**src/rtl/core/plac_pkg.sv**
```systemverilog
// Shared types and constants for the positional array list.
package plac_pkg;

  localparam int DATA_W        = 32;
  localparam int POS_W         = 6;
  localparam int FUNC_W        = 2;
  localparam int LEN_W         = 6;
  localparam int DEPTH_DEFAULT = 32;

  localparam logic [FUNC_W-1:0] FUNC_READ   = 2'd0;
  localparam logic [FUNC_W-1:0] FUNC_INSERT = 2'd1;
  localparam logic [FUNC_W-1:0] FUNC_DELETE = 2'd2;

  typedef struct packed {
    logic [FUNC_W-1:0]        func;
    logic [POS_W-1:0]         position;
    logic signed [DATA_W-1:0] new_value;
  } req_t;

  typedef struct packed {
    logic                     ok;
    logic signed [DATA_W-1:0] item_value;
    logic [LEN_W-1:0]         list_length;
  } rsp_t;

  typedef struct packed {
    logic ins;
    logic del;
  } cell_ctrl_t;

endpackage

```
**src/rtl/core/positional_array_list_unit.sv**
```systemverilog
// Top level of the positional array list: decode, cell chain and response register.
//
//   channel | valid     | stall     | payload
//   --------+-----------+-----------+---------------------
//   request | req_valid | req_stall | req (plac_pkg::req_t)
//   result  | rsp_valid | rsp_stall | rsp (plac_pkg::rsp_t)
//
// One request per cycle while req_stall is low; cells from the position on shift
// as the request is taken, and the result is registered for the next cycle.
// Read selects one of the first 63 cells through a one-hot AND-OR.
// rst clears the length and the result valid; cell contents are not reset.
// req_stall is high only while a held result waits under rsp_stall.
module positional_array_list_unit #(
  parameter int DEPTH = plac_pkg::DEPTH_DEFAULT
) (
  input  logic           clk,
  input  logic           rst,
  input  logic           req_valid,
  output logic           req_stall,
  input  plac_pkg::req_t req,
  output logic           rsp_valid,
  input  logic           rsp_stall,
  output plac_pkg::rsp_t rsp
);

  localparam int CNT_W = $clog2(DEPTH + 1);
  localparam int CW    = (CNT_W > plac_pkg::POS_W) ? CNT_W : plac_pkg::POS_W;
  localparam int RD_N  = (DEPTH < 63) ? DEPTH : 63;

  logic [CNT_W-1:0]                   count;
  logic [CNT_W-1:0]                   count_next;
  logic                               acc;
  logic [CW-1:0]                      pos_ext;
  logic [CW-1:0]                      cnt_ext;
  logic [CW-1:0]                      pos_m1;
  logic [CW-1:0]                      cnt_m1;
  logic                               pos_nz;
  logic                               in_len;
  logic                               full;
  logic                               ok_c;
  logic                               ret_c;
  plac_pkg::cell_ctrl_t               ctrl;
  logic signed [plac_pkg::DATA_W-1:0] rd_word;
  logic signed [plac_pkg::DATA_W-1:0] vals [DEPTH];
  plac_pkg::rsp_t                     rsp_next;

  assign req_stall = rsp_valid && rsp_stall;
  assign acc       = req_valid && !req_stall;

  assign pos_ext = CW'(req.position);
  assign cnt_ext = CW'(count);
  assign pos_m1  = pos_ext - CW'(1);
  assign cnt_m1  = cnt_ext - CW'(1);
  assign pos_nz  = (req.position != '0);
  assign in_len  = pos_nz && (pos_ext <= cnt_ext);
  assign full    = (count == CNT_W'(DEPTH));

  always_comb begin
    ok_c  = 1'b0;
    ret_c = 1'b0;
    ctrl  = '0;
    case (req.func)
      plac_pkg::FUNC_READ: begin
        ok_c  = in_len;
        ret_c = in_len;
      end
      plac_pkg::FUNC_INSERT: begin
        ok_c     = !full && pos_nz && (pos_ext <= (cnt_ext + CW'(1)));
        ctrl.ins = acc && ok_c;
      end
      plac_pkg::FUNC_DELETE: begin
        ok_c     = in_len;
        ret_c    = in_len;
        ctrl.del = acc && ok_c;
      end
      default: begin
        ok_c  = 1'b0;
        ret_c = 1'b0;
      end
    endcase
  end

  always_comb begin
    count_next = count;
    if (ctrl.ins) begin
      count_next = count + CNT_W'(1);
    end else if (ctrl.del) begin
      count_next = count - CNT_W'(1);
    end
  end

  always_comb begin
    rd_word = '0;
    for (int i = 0; i < RD_N; i++) begin
      if (pos_m1 == CW'(i)) begin
        rd_word = rd_word | vals[i];
      end
    end
  end

  for (genvar g = 0; g < DEPTH; g++) begin : g_cell
    plac_cell #(
      .CELL_IDX(g),
      .CW      (CW)
    ) u_cell (
      .clk      (clk),
      .ctrl     (ctrl),
      .pos_m1   (pos_m1),
      .cnt_m1   (cnt_m1),
      .new_value(req.new_value),
      .left     (vals[(g == 0) ? 0 : g - 1]),
      .right    (vals[(g == DEPTH - 1) ? g : g + 1]),
      .value    (vals[g])
    );
  end

  always_comb begin
    rsp_next.ok          = ok_c;
    rsp_next.item_value  = ret_c ? rd_word : '0;
    rsp_next.list_length = plac_pkg::LEN_W'(count_next);
  end

  always_ff @(posedge clk) begin
    if (rst) begin
      count     <= '0;
      rsp_valid <= 1'b0;
    end else begin
      if (acc) begin
        count     <= count_next;
        rsp_valid <= 1'b1;
      end else if (!rsp_stall) begin
        rsp_valid <= 1'b0;
      end
    end
  end

  always_ff @(posedge clk) begin
    if (acc) begin
      rsp <= rsp_next;
    end
  end

`ifndef NO_ASSERTIONS
  a_len_match: assert property (@(posedge clk) disable iff (rst)
    acc |=> rsp.list_length == plac_pkg::LEN_W'(count))
    else $error("result length differs from stored length");

  a_fail_hold: assert property (@(posedge clk) disable iff (rst)
    acc && !ok_c |=> count == $past(count))
    else $error("failed request changed the length");

  a_fail_zero: assert property (@(posedge clk) disable iff (rst)
    acc |=> rsp.ok || (rsp.item_value == '0))
    else $error("failed request returned a nonzero word");

  a_bound: assert property (@(posedge clk) disable iff (rst)
    acc |=> count <= CNT_W'(DEPTH))
    else $error("length beyond depth");
`endif

endmodule

```
**src/rtl/core/plac_cell.sv**
```systemverilog
// One list entry: holds its word, takes the new word or its left neighbor's on insert, its right neighbor's on delete.
module plac_cell #(
  parameter int CELL_IDX = 0,
  parameter int CW       = 6
) (
  input  logic                               clk,
  input  plac_pkg::cell_ctrl_t               ctrl,
  input  logic [CW-1:0]                      pos_m1,
  input  logic [CW-1:0]                      cnt_m1,
  input  logic signed [plac_pkg::DATA_W-1:0] new_value,
  input  logic signed [plac_pkg::DATA_W-1:0] left,
  input  logic signed [plac_pkg::DATA_W-1:0] right,
  output logic signed [plac_pkg::DATA_W-1:0] value
);

  localparam logic [CW-1:0] MY_IDX = CW'(CELL_IDX);

  always_ff @(posedge clk) begin
    if (ctrl.ins && (MY_IDX >= pos_m1)) begin
      value <= (MY_IDX == pos_m1) ? new_value : left;
    end else if (ctrl.del && (MY_IDX >= pos_m1) && (MY_IDX < cnt_m1)) begin
      value <= right;
    end
  end

endmodule
```
**config.mk**
```make
export PLATFORM = sky130hd
export DESIGN_NAME = positional_array_list_unit
export DESIGN_NICKNAME = d
export VERILOG_FILES = /design/src/rtl/core/plac_pkg.sv /design/src/rtl/core/positional_array_list_unit.sv /design/src/rtl/core/plac_cell.sv
export SDC_FILE = /design/constraint.sdc
export NUM_CORES = 2
export LEC_CHECK = 0
export ABC_AREA = 0
export BUFFER_PORTS_ARGS = -buffer_cell sky130_fd_sc_hd__buf_2
export CELL_PAD_IN_SITES_DETAIL_PLACEMENT = 1
export CELL_PAD_IN_SITES_GLOBAL_PLACEMENT = 1
export CORE_MARGIN = 2
export CORE_UTILIZATION = 40
export DETAILED_ROUTE_END_ITERATION = 16
export MAX_ROUTING_LAYER = met4
export PLACE_DENSITY_LB_ADDON = 0.1
export SYNTH_ARGS = -nofsm -noshare
export SYNTH_HDL_FRONTEND = slang
export SYNTH_SLANG_ARGS = --single-unit
```
**constraint.sdc**
```tcl
create_clock -name clk -period 12.21 [get_ports clk]
set_input_delay 0.6105 -clock clk [delete_from_list [all_inputs] [get_ports clk]]
set_output_delay 0.6105 -clock clk [all_outputs]
set_load 0.03 [all_outputs]
```
==> flow_summary_export.csv <==
group,metric,value,unit
timing,rsz0062_at_grt,"no",
timing,period_share,0.529,
setup_path,path_max_fanout,27,
yosys,ys_ff_latch,1070,
floorplanning,core_area,156000,um2
setup_path,crit_family,"buffers and inverters",
timing,finalSetupViolations,0,
global_routing,grt_pass1_wl,490,mm
global_routing,antenna_found_initial,29,
yosys,synth_warnings,0,
setup_path,path_cells,"buf_2 > buf_4 > inv_1 > ha_1 > buf_4 > nor2b_1 > nand2_1 > a21oi_4 > buf_4 > buf_4 > a22oi_1 > and3_1 > a31oi_1",
timing,period_needed,6450,ps
floorplanning,initial_core_util,0.402,
timing,fin_tns_setup,0,ps
outcome,violations,"capacitance limit, slew limit",
setup_path,path_buf_inv,6,
floorplanning,die-area,159000,um2
global_routing,grt_max_degree,66,
floorplanning,fp.dieH,399,um
yosys,ys_seq_area_frac,0.513,
route,antenna_left,0,
clocking,cts_resized,0,
final_layout,final_nets,6159,
timing,fmax,0.155,GHz
final_layout,instances_no_fill,8296,
setup_path,crit_top_cell,"buf_4",
power_and_ir_drop,ir_worst_vdd,0.150,mV
yosys,synthFlopType,"edfxtp_1",
outcome,status,"finished, violations left",
setup_path,cpPeakStageDelay,1200,ps
global_routing,grt_util_all_layers,0.464,
setup_path,critPathSlowestCell,"nor2b_1",
placed_design,port_buffers,84,
run,max-cap-violations,2,
yosys,async_flop_share,0,
placed_design,hpwl,228,mm
route,routed_wl,366,mm
clocking,clockBufferDepth,3,
floorplanning,rows,145,
route,wire_per_inst,44.2,um
power_and_ir_drop,p_leak,23.9,nW
route,drtIter0Drc,10300,
clocking,cts_sinks,1070,
placed_design,place_congestion,1.01,
yosys,synth.net_count,6305,
clocking,clk_pin_slew_worst_paths,60,ps
clocking,hold_buffers,0,
setup_path,cp-start-kind,"input pin",
clocking,htreeDepth,4,
final_layout,drive_gt1_frac,0.114,
floorplanning,die_width,399,um
timing,skew,25.7,ps
timing,worst_pin_slew,1550,ps
placed_design,dp_cells,8016,
setup_path,required,12850,ps
power_and_ir_drop,p_per_area,129,nW/um2
yosys,synth_cell_types,98,
floorplanning,ios,85,
route,drcViolationCount,0,
final_layout,area_delta_synth_final,11.9,%
global_routing,grt_pass1_vias,56800,
yosys,synth_edf_count,1063,
global_routing,gr-total-overflow,0,
timing,slew_violations,20,
timing,final_hold_viol_count,0,
route,vias,59900,
hold_path,hold_path.class,"in -> reg",
clocking,cts_tree,"done",
timing,slew_headroom,-0.0322,
clocking,clk_latency,810,ps
setup_path,worstPathArrival,7090,ps
setup_path,criticalPathCategory,"in -> reg",
route,first_pass_iters,6,
setup_path,endpoint_kind,"flop",
yosys,netlist_instances,6241,
route,via_per_inst,7.22,
yosys,netlist_area,62500,um2
clocking,cts-buffers-inserted,135,
clocking,cts_setup_buffers,0,
yosys,syn_avg_cell_area,10.0,um2
clocking,cts-root-buf,"clkbuf_16",
-- tightest hold or removal path, cell delays in order --
cell	delay, ps
buf_2	90
nor2_1	40
nor2_1	70
-- final timing paths --
check | start | end | slack, ps | cells past startpoint
worst max-delay path | req[32] | rsp[14] | 5760 | 13
worst min-delay path | req_valid | rsp_valid | 40 | 3
worst max register to register | cnt_ext[2] | g_cell[0].u_cell.value[9] | 5790 | 14
worst min register to register | g_cell[28].u_cell.value[3] | g_cell[27].u_cell.value[3] | 590 | 2
-- stage by stage --
step	worst slack (ps)	hold WS, ps	total power [mW]	area [um2]	utilization
2_1_floorplan	5280	536	4.57	62500	-
3_3_place_gp	5400	568	4.96	65500	0.421
3_5_place_dp	5330	577	4.97	65600	0.421
4_1_cts	6040	14.7	8.98	69800	0.449
5_1_grt	5710	106	9.15	69900	0.449
6_report	5760	40.2	9.04	69900	0.449
-- layer usage --
metal,vias up,part of all wire,track usage
met5,-,0,-
met4,0,0.070,0.264
met3,1303,0.14,0.152
met2,5035,0.41,0.644
met1,30400,0.37,0.590
li1,23100,-,-
-- layout by cell type, fill, tap and decap left out, types with 15 or more instances in the layout --
master / count
mux2_2: 71
a22o_1: 72
edfxtp_1: 1063
clkbuf_1: 26
mux2i_1: 739
ha_1: 17
a21oi_4: 19
clkbuf_16: 140
and3_1: 19
o21ai_1: 34
a222oi_1: 33
nand3_1: 68
nor2_1: 458
buf_4: 212
a21oi_1: 176
a221oi_1: 90
nand2_1: 1273
a22oi_1: 172
o21ai_0: 585
clkinv_2: 16
xnor2_1: 16
a221o_1: 25
nand4_1: 20
diode_2: 38
a211oi_1: 15
a31oi_1: 310
o22ai_1: 37
inv_1: 16
buf_2: 82
nor3_1: 26
nor2_4: 15
clkinv_1: 36
-- cells in the mapped netlist (17+ instances only) --
cell	n	area share
a21oi_1	192	0.015
o21ai_1	35	0.0028
a22oi_1	172	0.021
buf_4	39	0.0047
buf_1	21	0.0013
and3_1	19	0.0019
nand4_1	20	0.0020
nor3_1	38	0.0030
clkbuf_1	364	0.022
buf_2	150	0.012
a211oi_1	23	0.0028
a22o_1	73	0.010
a221oi_1	92	0.013
nor2_1	473	0.028
a222oi_1	33	0.0053
xnor2_1	17	0.0024
o22ai_1	40	0.0040
nand3_1	72	0.0058
mux2_2	71	0.013
ha_1	20	0.0040
mux2i_1	740	0.12
a221o_1	25	0.0040
nand2_1	1287	0.077
o21ai_0	585	0.047
edfxtp_1	1063	0.51
a31oi_1	310	0.031
-- where the power goes --
group / total, mW / internal (mW) / switching [mW] / leakage (nW)
Sequential: 4.12 / 4.06 / 0.0537 / 9.68
Combinational: 0.829 / 0.188 / 0.642 / 12.1
Clock: 4.10 / 2.33 / 1.77 / 2.08
Total: 9.04 / 6.58 / 2.47 / 23.9
-- logic make-up after synthesis --
logic type / count (synthesis) / share of synthesized area
AO/OA/AOI/OAI: 1704 / 0.174
XOR/XNOR: 21 / 0.00318
adder cells (fa/ha/maj): 20 / 0.00400
buffers and inverters: 599 / 0.0419
flip-flops: 1070 / 0.513
multiplexers: 811 / 0.131
AND/OR/NAND/NOR: 2016 / 0.133
-- registers in the layout, summed over array words and instances, names as in the netlist --
signal               count
cnt_ext                  6
g_cell.u_cell.value   1024
rsp                     39
rsp_valid                1
-- area by class of cell --
cell class / count / area [um2]
diodes: 38 / 95.1
clock buffers: 166 / 3600
clock inverters: 76 / 687
fillers: 17000 / 85700
inverters: 19 / 71.3
multi-input cells: 4572 / 28800
flip-flops and latches: 1070 / 32100
well taps: 2058 / 2570
repair buffers: 297 / 2050
Power figures use the tool's default switching activity.
